[config.mk]
export PLATFORM = sky130hd
export DESIGN_NAME = lbm_queue
export DESIGN_NICKNAME = d
export VERILOG_FILES = /design/src/rtl/lbm_pkg.sv /design/src/rtl/lbm_queue.sv
export SDC_FILE = /design/constraint.sdc
export NUM_CORES = 1
export LEC_CHECK = 0
export BUFFER_PORTS_ARGS = -buffer_cell sky130_fd_sc_hd__buf_2
export CAP_MARGIN = 20
export CORE_MARGIN = 1
export CORE_UTILIZATION = 52
export CTS_BUF_LIST = sky130_fd_sc_hd__clkbuf_16
export CTS_CLUSTER_DIAMETER = 30
export DETAILED_ROUTE_END_ITERATION = 7
export PLACE_DENSITY = 0.79
export SKIP_LAST_GASP = 1
export SYNTH_ARGS = -nofsm -noshare
export SYNTH_HDL_FRONTEND = slang
export SYNTH_SLANG_ARGS = --single-unit
[constraint.sdc]
create_clock -name clk -period 14.63 [get_ports clk]
set_input_delay 0.7315 -clock clk [delete_from_list [all_inputs] [get_ports clk]]
set_output_delay 0.7315 -clock clk [all_outputs]
set_load 0.005 [all_outputs]
[src/rtl/lbm_pkg.sv]
// Shared types, constants and arithmetic helpers of the D2Q9 BGK node collision block.
// Used by every module under rtl; has no dependencies of its own.
package lbm_pkg;

    localparam int WORD = 32;
    localparam int FRAC = 28;
    localparam int NPOP = 9;
    localparam int RELAX_W = 30;
    localparam int QDEPTH = 4;
    localparam int PTR_W = $clog2(QDEPTH);
    localparam int CNT_W = $clog2(QDEPTH + 1);
    localparam int DIV_STEPS = WORD;
    localparam int DEN_W = WORD - 1;
    localparam int WIDE = 72;

    localparam logic [RELAX_W-1:0] RELAX_RESET = RELAX_W'(1) << FRAC;

    // Division by nine of the scaled equilibrium magnitude, split in two halves
    localparam int X_W = WORD + 2;
    localparam int LO_W = X_W / 2;
    localparam int HI_W = X_W - LO_W;
    localparam int SH_A = HI_W + 4;
    localparam int Y_W = LO_W + 4;
    localparam int SH_B = Y_W + 4;
    localparam longint MA = ((64'sd1 <<< SH_A) + 64'sd8) / 64'sd9;
    localparam longint MB = ((64'sd1 <<< SH_B) + 64'sd8) / 64'sd9;
    localparam int MA_W = SH_A - 2;
    localparam int MB_W = SH_B - 2;

    localparam int DIR_X [NPOP] = '{0, 1, 0, -1, 0, 1, -1, -1, 1};
    localparam int DIR_Y [NPOP] = '{0, 0, 1, 0, -1, 1, 1, -1, -1};

    typedef logic signed [WORD-1:0] word_t;
    typedef logic signed [2*WORD-1:0] prod_t;
    typedef logic signed [WIDE-1:0] wide_t;

    typedef struct packed {
        word_t [NPOP-1:0] pop;
        word_t rho;
        word_t mx;
        word_t my;
    } node_t;

    typedef struct packed {
        logic full;
        logic empty;
    } q_stat_t;

    typedef struct packed {
        logic ov;
        logic neg;
        logic [DEN_W-1:0] rem;
        logic [WORD-1:0] low;
        logic [WORD-1:0] quo;
    } div_lane_t;

    typedef struct packed {
        logic dpos;
        logic [DEN_W-1:0] den;
        div_lane_t lx;
        div_lane_t ly;
        node_t node;
    } div_stage_t;

    localparam wide_t WMAX = (wide_t'(1) <<< (WORD - 1)) - wide_t'(1);
    localparam wide_t WMIN = -(wide_t'(1) <<< (WORD - 1));

    // Clamp a wide signed value to the word range
    function automatic word_t sat_word(input wide_t v);
        word_t r;
        if (v > WMAX)
        begin
            r = WMAX[WORD-1:0];
        end
        else if (v < WMIN)
        begin
            r = WMIN[WORD-1:0];
        end
        else
        begin
            r = v[WORD-1:0];
        end
        return r;
    endfunction

    // Fixed-point product back to a word: floor shift, then clamp
    function automatic word_t fx_round(input prod_t p);
        wide_t e;
        e = p;
        return sat_word(e >>> FRAC);
    endfunction

    // Signed contribution c * v with c in {-1, 0, 1}
    function automatic wide_t dir_term(input int c, input word_t v);
        wide_t e;
        e = v;
        if (c > 0)
        begin
            return e;
        end
        else if (c < 0)
        begin
            return -e;
        end
        return '0;
    endfunction

    // Second-order polynomial of the equilibrium, halved
    function automatic word_t poly_of(input word_t cu, input word_t cu2, input word_t usq);
        wide_t a;
        wide_t b;
        wide_t c;
        wide_t acc;
        a = cu;
        b = cu2;
        c = usq;
        acc = (wide_t'(2) <<< FRAC) + wide_t'(6) * a + wide_t'(9) * b - wide_t'(3) * c;
        return sat_word(acc >>> 1);
    endfunction

    // Set up one velocity division lane: magnitude of momentum shifted up by FRAC
    function automatic div_lane_t lane_init(input word_t mom, input logic [DEN_W-1:0] den);
        div_lane_t l;
        logic [WORD-1:0] mag;
        logic [WORD-1:0] hi;
        mag = mom[WORD-1] ? WORD'(-mom) : WORD'(mom);
        hi = mag >> (WORD - FRAC);
        l.ov = (hi >= WORD'(den));
        l.neg = mom[WORD-1];
        l.rem = hi[DEN_W-1:0];
        l.low = mag << FRAC;
        l.quo = '0;
        return l;
    endfunction

    // One restoring division step: one quotient bit
    function automatic div_lane_t lane_step(input div_lane_t l, input logic [DEN_W-1:0] den);
        div_lane_t r;
        logic [WORD-1:0] trial;
        r = l;
        trial = {l.rem, l.low[WORD-1]};
        r.low = l.low << 1;
        if (trial >= WORD'(den))
        begin
            r.rem = DEN_W'(trial - WORD'(den));
            r.quo = {l.quo[WORD-2:0], 1'b1};
        end
        else
        begin
            r.rem = trial[DEN_W-1:0];
            r.quo = {l.quo[WORD-2:0], 1'b0};
        end
        return r;
    endfunction

    // Signed, saturated velocity from a finished division lane
    function automatic word_t lane_result(input div_lane_t l, input logic dpos);
        logic [WORD-1:0] lim;
        word_t r;
        lim = WORD'(1) << (WORD - 1);
        if (!dpos)
        begin
            r = '0;
        end
        else if (l.neg)
        begin
            r = (l.ov || l.quo > lim) ? WMIN[WORD-1:0] : word_t'(-l.quo);
        end
        else
        begin
            r = (l.ov || l.quo[WORD-1]) ? WMAX[WORD-1:0] : word_t'(l.quo);
        end
        return r;
    endfunction

    // Scale |rp| by nine times the weight, leaving a division by nine
    function automatic logic [X_W-1:0] weight_scale(input int i, input logic [WORD-1:0] m);
        logic [X_W-1:0] x;
        if (i == 0)
        begin
            x = X_W'(m) << 2;
        end
        else if (i < 5)
        begin
            x = X_W'(m);
        end
        else
        begin
            x = X_W'(m >> 2);
        end
        return x;
    endfunction

endpackage

[src/rtl/lbm_queue.sv]
// Short node queue between the front end and the collision pipeline.
// Depends on lbm_pkg.
module lbm_queue (
    input  logic               clk,
    input  logic               rst_n,
    input  logic               push,
    input  lbm_pkg::node_t     push_node,
    input  logic               pop,
    output lbm_pkg::q_stat_t   q_stat,
    output lbm_pkg::node_t     head
);
    import lbm_pkg::*;

    node_t            mem [QDEPTH];
    logic [PTR_W-1:0] wr_reg;
    logic [PTR_W-1:0] wr_next;
    logic [PTR_W-1:0] rd_reg;
    logic [PTR_W-1:0] rd_next;
    logic [CNT_W-1:0] cnt_reg;
    logic [CNT_W-1:0] cnt_next;

    assign q_stat.full  = (cnt_reg == CNT_W'(QDEPTH));
    assign q_stat.empty = (cnt_reg == '0);
    assign head = mem[rd_reg];

    // Advance pointers and fill count
    always_comb
    begin
        wr_next  = push ? PTR_W'((int'(wr_reg) + 1) % QDEPTH) : wr_reg;
        rd_next  = pop ? PTR_W'((int'(rd_reg) + 1) % QDEPTH) : rd_reg;
        cnt_next = cnt_reg + CNT_W'(push) - CNT_W'(pop);
    end

    always_ff @(posedge clk or negedge rst_n)
    begin
        if (!rst_n)
        begin
            wr_reg  <= '0;
            rd_reg  <= '0;
            cnt_reg <= '0;
        end
        else
        begin
            wr_reg  <= wr_next;
            rd_reg  <= rd_next;
            cnt_reg <= cnt_next;
        end
    end

    always_ff @(posedge clk)
    begin
        if (push)
        begin
            mem[wr_reg] <= push_node;
        end
    end

endmodule

==> out/metrics.csv <==
stage,metric,value,unit
status,status,"complete, no violations",
clock_network,cts_tree,yes,
synthesis,synth-seq-cells,1543,
critical_path,cp-start-kind,flop,
sta,fin_setup_tns,0,ns
final_layout,utilization,0.662,
die,initial_core_util,0.527,
sta,worst_pin_slew,1.26,ns
sta,period_needed,6.00,ns
synthesis,synth-edff-count,1536,
synthesis,synthXorXnorAreaFrac,0.000784,
sta,slew_headroom,0.160,
placement,gp_congestion,0.828,
final_layout,area_growth,25.5,%
route,vias_per_cell,5.78,
synthesis,yosysTopAreaCellShare,0.826,
synthesis,seq_area_frac_synth,0.829,
synthesis,yosys.area_share.simple,0.000784,
sta,fin_worst_skew,0.0569,ns
clock_network,cts-root-buf,clkbuf_16,
die,core,106000,um^2
sta,slew_violations,0,
global_routing,grt_antenna_before_repair,67,
final_layout,largest_register_ffs,1536,
route,firstDrtPassIters,6,
critical_path,cp_max_fo,77,
sta,post-route-period-util,0.410,
synthesis,synthTopCellsByArea,"edfxtp_1 (83%), mux4_2 (15%), buf_6 (0.79%)",
critical_path,cp.arrival,5.27,ns
synthesis,synth_cell_types,17,
synthesis,yosysMostFrequentCell,edfxtp_1,
die,fp.dieW,330,um
placement,dp_hpwl,73.4,mm
final_layout,drive_above_1_share,0.497,
die,die_y,330,um
global_routing,grt_pass1_vias,29100,
power_and_ir_drop,ir_drop,0.221,mV
global_routing,grt_overflow,0,
sta,rsz0062_at_grt,false,
synthesis,synth_common_cells,"edfxtp_1 (1,536), mux4_2 (384), buf_2 (39), buf_6 (39), dfrtp_1 (7)",
route,route.detailed.drc,0,
synthesis,synth_compound_area_frac,0.0000896,
clock_network,cts.sinks,1543,
route,wire_per_inst,28.5,um
clock_network,ctsResizeCount,0,
synthesis,synth_mux_area_frac,0.155,
synthesis,netlist_area,55800,um^2
synthesis,synthAdderAreaFrac,0.00170,
synthesis,synth_cells,2040,
power_and_ir_drop,pwr_density_cell,226,nW/um^2
clock_network,cts_buffers,276,
route,via_count,27000,
synthesis,synth_warnings,0,
route,dr.first_iter.drc_count,2275,
sta,finalHoldViolations,0,
final_layout,layout.nets,3428,
synthesis,syn_area_per_cell,27.4,um^2
critical_path,cp-end-kind,output pin,
power_and_ir_drop,leakage,0.0244,uW
die,rows,119,
synthesis,syn_nets,2435,
global_routing,grt_pass1_wl,189,mm
route,ant_nets,0,
global_routing,grt_use_total,0.242,
die,io_pins,774,
synthesis,synth_ff_type,edfxtp_1,
clock_network,clkTransAtPathRegs,0.06,ns
die,die_area,109000,um^2
clock_network,clkLatencyLatePin,0.84,ns
sta,finalSetupViolations,0,
min_path,hold_path.class,primary input to flop,
clock_network,cts_max_path_buffers,4,
global_routing,grt_max_degree,148,
clock_network,htree_num_levels,5,
placement,io_buffers,773,
job,maxCapViolations,0,
synthesis,synth_top_family_by_area,multiplexers,
critical_path,required,13.90,ns
sta,fmax,167,MHz
route,wl,133,mm
critical_path,critical_path_class,flop to output pin,
synthesis,synth.largest_area_cell,edfxtp_1,
synthesis,async_flop_share,0.00454,
clock_network,cts_setup_buffers,0,
-- layout by cell type (no fill, tap or decap), drive strengths merged, types with 6 or more instances in the layout --
master / n
edfxtp: 1536
clkbuf: 279
clkinvlp: 18
diode: 48
mux4: 384
buf: 800
inv: 69
dfrtp: 7
ha: 6
bufinv: 26
clkinv: 84
-- worst paths after layout --
check | depth (start not counted) | endpoint | startpoint | slack [ns]
max | 5 | head[141] | rd_reg[1] | 8.63
min | 1 | mem[0][205] | push_node[205] | 0.08
max reg2reg | 6 | mem[2][120] | wr_reg[0] | 9.99
min reg2reg | 1 | wr_reg[0] | wr_reg[0] | 0.60
max in group asynchronous | 2 | rd_reg[0] | rst_n | 14.18
min in group asynchronous | 2 | cnt_reg[2] | rst_n | 0.26
-- cell families (layout without fill, tap and decap cells) --
family,after synthesis,in the layout
buffers and inverters,92,1277
DFF,1543,1543
muxes,384,384
adders and majority gates,7,7
and+or+nand+nor,8,8
xor gates and xnor gates,5,5
AOI/OAI and AO/OA,1,1
other,0,48
-- stage by stage --
stage / power (uW) / setup WS, ns / area (um^2) / hold WS [ns] / instances
after floorplan: 8580 / 4.47 / 55800 / 0.436 / 2040
after global placement: 9600 / 9.55 / 61100 / 0.509 / 4144
after detailed placement: 9710 / 9.51 / 61100 / 0.527 / 4144
after CTS: 15900 / 8.56 / 69900 / 0.0189 / 4615
after global routing: 16300 / 8.26 / 70000 / 0.0449 / 4652
final: 15800 / 8.63 / 70100 / 0.0798 / 4664
-- where the power goes --
group          switching, uW  internal (uW)  total (uW)
Clock                   2140           3940        6080
Sequential               274           5800        6080
Combinational           1990           1660        3660
-- final cells by class --
type / instances / area [um^2]
flip-flops and latches: 1543 / 46300
inverters: 6 / 22.5
clock buffers: 279 / 6980
fillers: 6237 / 35800
multi-input cells: 405 / 8850
repair buffers: 801 / 4190
clock inverters: 191 / 1870
diodes: 48 / 120
well taps: 1391 / 1740
-- worst max-delay path, stage by stage, from the launching register on --
cell     delay [ns]
dfrtp_4        0.87
buf_4          0.83
buf_4          0.88
buf_4          1.01
mux4_2         0.48
buf_2          0.16
-- what timing repair did --
item | CTS | global route
endpoints found under the hold margin | 7 | 0
setup endpoints to repair | 0 | 0
hold buffers | 1 | 0
-- routing by layer --
metal / part of all wire / up-vias / global-route usage
met2: 0.52 / 1534 / 0.403
met1: 0.34 / 13900 / 0.276
li1: - / 11100 / -
met4: 0.047 / 50 / 0.129
met5: 0.0024 / - / 0
met3: 0.096 / 383 / 0.0835
Power figures use the tool's default switching activity.
