`config.mk`:
```
export PLATFORM = sky130hd
export DESIGN_NAME = lbm_front
export DESIGN_NICKNAME = d
export VERILOG_FILES = /design/src/rtl/lbm_pkg.sv /design/src/rtl/lbm_front.sv
export SDC_FILE = /design/constraint.sdc
export NUM_CORES = 1
export LEC_CHECK = 0
export BUFFER_PORTS_ARGS = -buffer_cell sky130_fd_sc_hd__buf_2
export CAP_MARGIN = 40
export CORE_ASPECT_RATIO = 1.75
export CORE_MARGIN = 3
export CORE_UTILIZATION = 45
export CTS_CLUSTER_SIZE = 28
export DETAILED_ROUTE_END_ITERATION = 10
export PLACE_DENSITY = 0.66
export SYNTH_ARGS = -nofsm -noshare
export SYNTH_HDL_FRONTEND = slang
export SYNTH_SLANG_ARGS = --single-unit
```
`constraint.sdc`:
```
create_clock -name clk -period 27.1 [get_ports clk]
set_clock_uncertainty 0.2 [all_clocks]
set_input_delay 5.42 -clock clk [delete_from_list [all_inputs] [get_ports clk]]
set_output_delay 5.42 -clock clk [all_outputs]
set_load 0.01 [all_outputs]
```
`src/rtl/lbm_pkg.sv`:
```
// Shared types, constants and arithmetic helpers of the D2Q9 BGK node collision block.
// Used by every module under rtl; has no dependencies of its own.
package lbm_pkg;

    localparam int WORD = 32;
    localparam int FRAC = 28;
    localparam int NPOP = 9;
    localparam int RELAX_W = 30;
    localparam int QDEPTH = 4;
    localparam int PTR_W = $clog2(QDEPTH);
    localparam int CNT_W = $clog2(QDEPTH + 1);
    localparam int DIV_STEPS = WORD;
    localparam int DEN_W = WORD - 1;
    localparam int WIDE = 72;

    localparam logic [RELAX_W-1:0] RELAX_RESET = RELAX_W'(1) << FRAC;

    // Division by nine of the scaled equilibrium magnitude, split in two halves
    localparam int X_W = WORD + 2;
    localparam int LO_W = X_W / 2;
    localparam int HI_W = X_W - LO_W;
    localparam int SH_A = HI_W + 4;
    localparam int Y_W = LO_W + 4;
    localparam int SH_B = Y_W + 4;
    localparam longint MA = ((64'sd1 <<< SH_A) + 64'sd8) / 64'sd9;
    localparam longint MB = ((64'sd1 <<< SH_B) + 64'sd8) / 64'sd9;
    localparam int MA_W = SH_A - 2;
    localparam int MB_W = SH_B - 2;

    localparam int DIR_X [NPOP] = '{0, 1, 0, -1, 0, 1, -1, -1, 1};
    localparam int DIR_Y [NPOP] = '{0, 0, 1, 0, -1, 1, 1, -1, -1};

    typedef logic signed [WORD-1:0] word_t;
    typedef logic signed [2*WORD-1:0] prod_t;
    typedef logic signed [WIDE-1:0] wide_t;

    typedef struct packed {
        word_t [NPOP-1:0] pop;
        word_t rho;
        word_t mx;
        word_t my;
    } node_t;

    typedef struct packed {
        logic full;
        logic empty;
    } q_stat_t;

    typedef struct packed {
        logic ov;
        logic neg;
        logic [DEN_W-1:0] rem;
        logic [WORD-1:0] low;
        logic [WORD-1:0] quo;
    } div_lane_t;

    typedef struct packed {
        logic dpos;
        logic [DEN_W-1:0] den;
        div_lane_t lx;
        div_lane_t ly;
        node_t node;
    } div_stage_t;

    localparam wide_t WMAX = (wide_t'(1) <<< (WORD - 1)) - wide_t'(1);
    localparam wide_t WMIN = -(wide_t'(1) <<< (WORD - 1));

    // Clamp a wide signed value to the word range
    function automatic word_t sat_word(input wide_t v);
        word_t r;
        if (v > WMAX)
        begin
            r = WMAX[WORD-1:0];
        end
        else if (v < WMIN)
        begin
            r = WMIN[WORD-1:0];
        end
        else
        begin
            r = v[WORD-1:0];
        end
        return r;
    endfunction

    // Fixed-point product back to a word: floor shift, then clamp
    function automatic word_t fx_round(input prod_t p);
        wide_t e;
        e = p;
        return sat_word(e >>> FRAC);
    endfunction

    // Signed contribution c * v with c in {-1, 0, 1}
    function automatic wide_t dir_term(input int c, input word_t v);
        wide_t e;
        e = v;
        if (c > 0)
        begin
            return e;
        end
        else if (c < 0)
        begin
            return -e;
        end
        return '0;
    endfunction

    // Second-order polynomial of the equilibrium, halved
    function automatic word_t poly_of(input word_t cu, input word_t cu2, input word_t usq);
        wide_t a;
        wide_t b;
        wide_t c;
        wide_t acc;
        a = cu;
        b = cu2;
        c = usq;
        acc = (wide_t'(2) <<< FRAC) + wide_t'(6) * a + wide_t'(9) * b - wide_t'(3) * c;
        return sat_word(acc >>> 1);
    endfunction

    // Set up one velocity division lane: magnitude of momentum shifted up by FRAC
    function automatic div_lane_t lane_init(input word_t mom, input logic [DEN_W-1:0] den);
        div_lane_t l;
        logic [WORD-1:0] mag;
        logic [WORD-1:0] hi;
        mag = mom[WORD-1] ? WORD'(-mom) : WORD'(mom);
        hi = mag >> (WORD - FRAC);
        l.ov = (hi >= WORD'(den));
        l.neg = mom[WORD-1];
        l.rem = hi[DEN_W-1:0];
        l.low = mag << FRAC;
        l.quo = '0;
        return l;
    endfunction

    // One restoring division step: one quotient bit
    function automatic div_lane_t lane_step(input div_lane_t l, input logic [DEN_W-1:0] den);
        div_lane_t r;
        logic [WORD-1:0] trial;
        r = l;
        trial = {l.rem, l.low[WORD-1]};
        r.low = l.low << 1;
        if (trial >= WORD'(den))
        begin
            r.rem = DEN_W'(trial - WORD'(den));
            r.quo = {l.quo[WORD-2:0], 1'b1};
        end
        else
        begin
            r.rem = trial[DEN_W-1:0];
            r.quo = {l.quo[WORD-2:0], 1'b0};
        end
        return r;
    endfunction

    // Signed, saturated velocity from a finished division lane
    function automatic word_t lane_result(input div_lane_t l, input logic dpos);
        logic [WORD-1:0] lim;
        word_t r;
        lim = WORD'(1) << (WORD - 1);
        if (!dpos)
        begin
            r = '0;
        end
        else if (l.neg)
        begin
            r = (l.ov || l.quo > lim) ? WMIN[WORD-1:0] : word_t'(-l.quo);
        end
        else
        begin
            r = (l.ov || l.quo[WORD-1]) ? WMAX[WORD-1:0] : word_t'(l.quo);
        end
        return r;
    endfunction

    // Scale |rp| by nine times the weight, leaving a division by nine
    function automatic logic [X_W-1:0] weight_scale(input int i, input logic [WORD-1:0] m);
        logic [X_W-1:0] x;
        if (i == 0)
        begin
            x = X_W'(m) << 2;
        end
        else if (i < 5)
        begin
            x = X_W'(m);
        end
        else
        begin
            x = X_W'(m >> 2);
        end
        return x;
    endfunction

endpackage

```
`src/rtl/lbm_front.sv`:
```
// Front end: takes node requests, forms density and momenta, hands nodes to the queue.
// Depends on lbm_pkg.
module lbm_front (
    input  logic                 clk,
    input  logic                 rst_n,
    input  logic                 s_tvalid,
    output logic                 s_tready,
    input  logic [lbm_pkg::NPOP*lbm_pkg::WORD-1:0] s_tdata,
    input  lbm_pkg::q_stat_t     q_stat,
    output logic                 push,
    output lbm_pkg::node_t       push_node
);
    import lbm_pkg::*;

    logic  valid_reg;
    logic  valid_next;
    node_t node_reg;
    node_t node_next;
    logic  take;

    assign push      = valid_reg && !q_stat.full;
    assign s_tready  = !valid_reg || !q_stat.full;
    assign take      = s_tvalid && s_tready;
    assign push_node = node_reg;
    assign valid_next = take || (valid_reg && !push);

    // Sum populations into density and momenta
    always_comb
    begin
        wide_t sr;
        wide_t sx;
        wide_t sy;
        word_t f;
        sr = '0;
        sx = '0;
        sy = '0;
        node_next = '0;
        for (int i = 0; i < NPOP; i++)
        begin
            f = s_tdata[i*WORD +: WORD];
            node_next.pop[i] = f;
            sr = sr + dir_term(1, f);
            sx = sx + dir_term(DIR_X[i], f);
            sy = sy + dir_term(DIR_Y[i], f);
        end
        node_next.rho = sat_word(sr);
        node_next.mx  = sat_word(sx);
        node_next.my  = sat_word(sy);
    end

    // Hold the node until the queue takes it
    always_ff @(posedge clk or negedge rst_n)
    begin
        if (!rst_n)
        begin
            valid_reg <= 1'b0;
        end
        else
        begin
            valid_reg <= valid_next;
        end
    end

    always_ff @(posedge clk)
    begin
        if (take)
        begin
            node_reg <= node_next;
        end
    end

endmodule

```
==> out/summary.md <==
Setup repair after global routing left no endpoint under its margin. In this run, synthesis inferred 384 flip-flops with an integrated enable. Data on the critical path arrives at its endpoint at 15710 ps.

The number of max-slew violations in the final report is 0, and the antenna violation net count after detailed routing is 0. For the starting utilization of the core area, the log shows 45.59%. The power density over cell area works out to 145.9 nW/um2. The largest individual stage delay along the critical path comes from the cell sky130_fd_sc_hd__nor4_1. The critical path crosses 29 cells after its start point. Measured in cells, the most critical reg-to-reg path has a length of 6. The tools report the core footprint as 92150 um2. The total CTS buffers was 40; the die footprint was 97210 um2. Library cell occupying the most area in the post-synthesis netlist: sky130_fd_sc_hd__fa_1. Counting flops and latches in the post-synthesis netlist gives 385. The tools report the number of antenna violations at the first check in global routing as 13.

The pre-CTS setup slack was 11010 ps. For this design the static power due to leakage is 22.52 nW. The longest individual stage delay on the worst path was 660 ps; the post-cts resize count was 0. The count of fill cells added during filler insertion was 8243; the largest buffer count on any clock path was 3. Row generation in the floorplan step produced 147 rows.

The total number of vias was 31526; the flip-flop count of the largest register, all copies and words added was 384. Of all nets on the critical path, the largest fanout is 31. The combinational family with the most area after synthesis was adder cells. Once detailed placement completed, the half-perimeter wirelength came to 116100 um.

TritonCTS built the clock tree. The relative area change from synthesis to final layout is 14.87%. The accumulated negative setup slack came out at 0 ps. Setup violations remaining at the end of the flow were counted as 0. The I/O pin count is 679, and the mux share of post-synthesis cell area is 0.1906%. Headroom to the max-slew limit came out at 36.57%. The maximum clock rate was 64.16 MHz; the detailed-route DRC error count was 0. The most frequent cell on the critical path was sky130_fd_sc_hd__fa_1.

Ranked by total cell area, the synthesized netlist is headed by sky130_fd_sc_hd__fa_1 (34%), sky130_fd_sc_hd__edfxtp_1 (27%), sky130_fd_sc_hd__inv_1 (8.3%). In this run the post-CTS setup repair buffer count came out at 0. The synthesized netlist devotes 8.023% of its cell area to simple gates. Of the synthesized area, sequential elements account for 27.51%. The logs give 77 for the maximum number of pins on one net before global-route repair and 11510 ps for the final worst-path setup slack.

In this run the horizontal extent of the chip is 237.0 um. Yosys mapped the design onto 92 distinct sky130hd cell types. Count of buffering cells on the critical path with inverters included: 4. The worst setup path is captured at a register. After the first detailed-routing iteration, the DRC count stood at 1803.

The clock period minus final worst setup slack was 15590 ps; the clock transition time at the flip-flop clock pins of the worst setup and hold paths was 70 ps. The later pin in the worst-skew pair is clocked with a latency of 600 ps. The tightest min-delay check is of the register to register type. Clock tree synthesis selected as its root buffer the cell sky130_fd_sc_hd__clkbuf_16. Yosys printed 0 warnings.

Measured along the y axis, the die boundary spans 410.2 um. The H-tree was split into 2 levels. Broken down by cell family, the worst path's largest delay share belongs to simple AND/OR/NAND/NOR gates.

For this run, the leading register cell type out of synthesis is sky130_fd_sc_hd__edfxtp_1. Input and output buffers added on the ports amount to 677. The via count of the first global-routing pass is 34118. The tools report the critical register-to-register path startpoint as valid_reg. Before antenna repair, the detailed router went through 6 iterations. The critical setup path kind was input pin to register. For the post-synthesis instance total, the log shows 3913. The remaining global-route overflow was 0. The worst-margin pin slew was 947.0 ps. The congestion estimate from routability-driven global placement came to 0.9551. All-layer global routing usage: 27.83%. The destination of the critical timing path was push_node[6].

The data required time of the worst path is 27230 ps, and the proportion of register bits with asynchronous set or reset after synthesis is 0.2597%. The setup check on the worst reg-to-reg path leaves a slack of 22960 ps. The run finished with clean final reports. Xor and xnor fraction of the mapped netlist area: 3.934%.

For the cts-stage hold buffer count, the log shows 0. The synthesized netlist devotes 11.47% of its cell area to compound gates. The tools report the wire length of the first global-routing pass as 202900 um. STA classifies the critical path startpoint as an input pin.

The synthesized cell area came out at 42010 um2. Max-cap violations in this run came to 0. IR analysis of the VDD net gives a maximum drop of 179.3 uV. The number of nets in the synthesized netlist is 5109.

The mean post-synth cell area was 10.74 um2; the fraction of post-synthesis cell area in the top cell type by area was 34.07%. Dividing the detail-routed wire length by the instance count gives 23.32 um. The final number of hold-violating endpoints was 0; the share of post-route cells with drive strength above 1 was 17.88%. The fraction of the cycle the final worst path needs works out to 57.51%.

Net total in the final layout: 5774. After detailed routing, the total wire length is 135400 um. The run gives 385 as the clock sink count. The most critical setup path has its startpoint at s_tdata[230].

Adder-cell area share of the yosys netlist: 39.67%. In the routed layout, each cell is associated on average with a via count of 5.428. The worst register-to-register path ends at push_node[256].
## metal layers
layer | GRT usage (%) | vias to the layer above | share of wire (%)
met3 | 3.514 | 331 | 5.5
li1 | - | 14159 | -
met4 | 17.23 | 6 | 7.4
met1 | 28.60 | 15818 | 33
met2 | 52.84 | 1212 | 54
met5 | 0 | - | 0.022
## per-stage QoR
stage | power, mW | utilization (%) | instances | hold slack, ps | cell area [um2]
after floorplan | 4.716 | - | 3913 | 334.6 | 42010
final | 7.043 | 52.37 | 5808 | 432.6 | 48260
after global placement | 6.325 | 50.77 | 5724 | 385.0 | 46780
after detailed placement | 6.395 | 50.88 | 5728 | 399.7 | 46890
after global routing | 7.603 | 52.37 | 5807 | 487.1 | 48260
after CTS | 7.026 | 52.35 | 5800 | 416.6 | 48240
## placed cells by master, fill, tap and decap left out, types with 93 or more instances in the layout
| cell type | count |
|---|---|
| sky130_fd_sc_hd__a21o_1 | 137 |
| sky130_fd_sc_hd__a21oi_1 | 221 |
| sky130_fd_sc_hd__buf_2 | 676 |
| sky130_fd_sc_hd__edfxtp_1 | 384 |
| sky130_fd_sc_hd__fa_1 | 713 |
| sky130_fd_sc_hd__ha_1 | 188 |
| sky130_fd_sc_hd__inv_1 | 929 |
| sky130_fd_sc_hd__nand2_1 | 206 |
| sky130_fd_sc_hd__nor2_1 | 144 |
| sky130_fd_sc_hd__o21ai_0 | 149 |
| sky130_fd_sc_hd__xnor2_1 | 93 |
## cells in the mapped netlist, types with 23 or more instances
cell / n
sky130_fd_sc_hd__xnor2_1: 93
sky130_fd_sc_hd__a21oi_1: 221
sky130_fd_sc_hd__o21a_1: 23
sky130_fd_sc_hd__clkbuf_1: 66
sky130_fd_sc_hd__inv_1: 929
sky130_fd_sc_hd__nand3_1: 53
sky130_fd_sc_hd__a21o_1: 137
sky130_fd_sc_hd__nand2_1: 206
sky130_fd_sc_hd__nor4_1: 23
sky130_fd_sc_hd__nor3_1: 49
sky130_fd_sc_hd__fa_1: 715
sky130_fd_sc_hd__xor2_1: 92
sky130_fd_sc_hd__nand4_1: 63
sky130_fd_sc_hd__ha_1: 188
sky130_fd_sc_hd__nor2_1: 144
sky130_fd_sc_hd__o21ai_0: 149
sky130_fd_sc_hd__edfxtp_1: 384
## logic make-up (layout without fill, tap and decap cells)
group / after synthesis / count (layout)
AOI/OAI and AO/OA: 740 / 740
xor gates and xnor gates: 187 / 187
adders and majority gates: 903 / 903
buffers and inverters: 1014 / 1709
DFF: 385 / 385
muxes: 8 / 8
other: 0 / 8
and+or+nand+nor: 676 / 676
## worst reg2reg max path: cells and delay by family, from the launching register on
family,cells,cell delay (ps)
flops,1,370
buf+inv,4,2540
simple gates,2,570
## power breakdown
part           switching [mW]  total, mW  internal (mW)
Clock                   0.269      0.591          0.321
Combinational            3.51       5.51           2.00
Sequential             0.0304      0.942          0.912
Total                    3.81       7.04           3.23
## worst min-delay path by stage
stage,start,endpoint,slack [ps],depth (start not counted)
after floorplan,valid_reg,valid_reg,330,2
after global placement,valid_reg,valid_reg,380,2
after detailed placement,valid_reg,valid_reg,400,2
after CTS,valid_reg,valid_reg,420,2
after global routing,valid_reg,valid_reg,490,2
final,valid_reg,valid_reg,430,2
## area by class of cell
class | instances | area, um2 | share of cell area (%)
multi-input cells | 2514 | 26650 | 55.23
flip-flops and latches | 385 | 11560 | 23.94
repair buffers | 707 | 3696 | 7.658
inverters | 930 | 3491 | 7.233
well taps | 1192 | 1491 | 3.090
clock buffers | 45 | 1040 | 2.154
clock inverters | 27 | 312.8 | 0.6481
diodes | 8 | 20.02 | 0.04148
No activity file was read; power rests on OpenSTA's default activity.
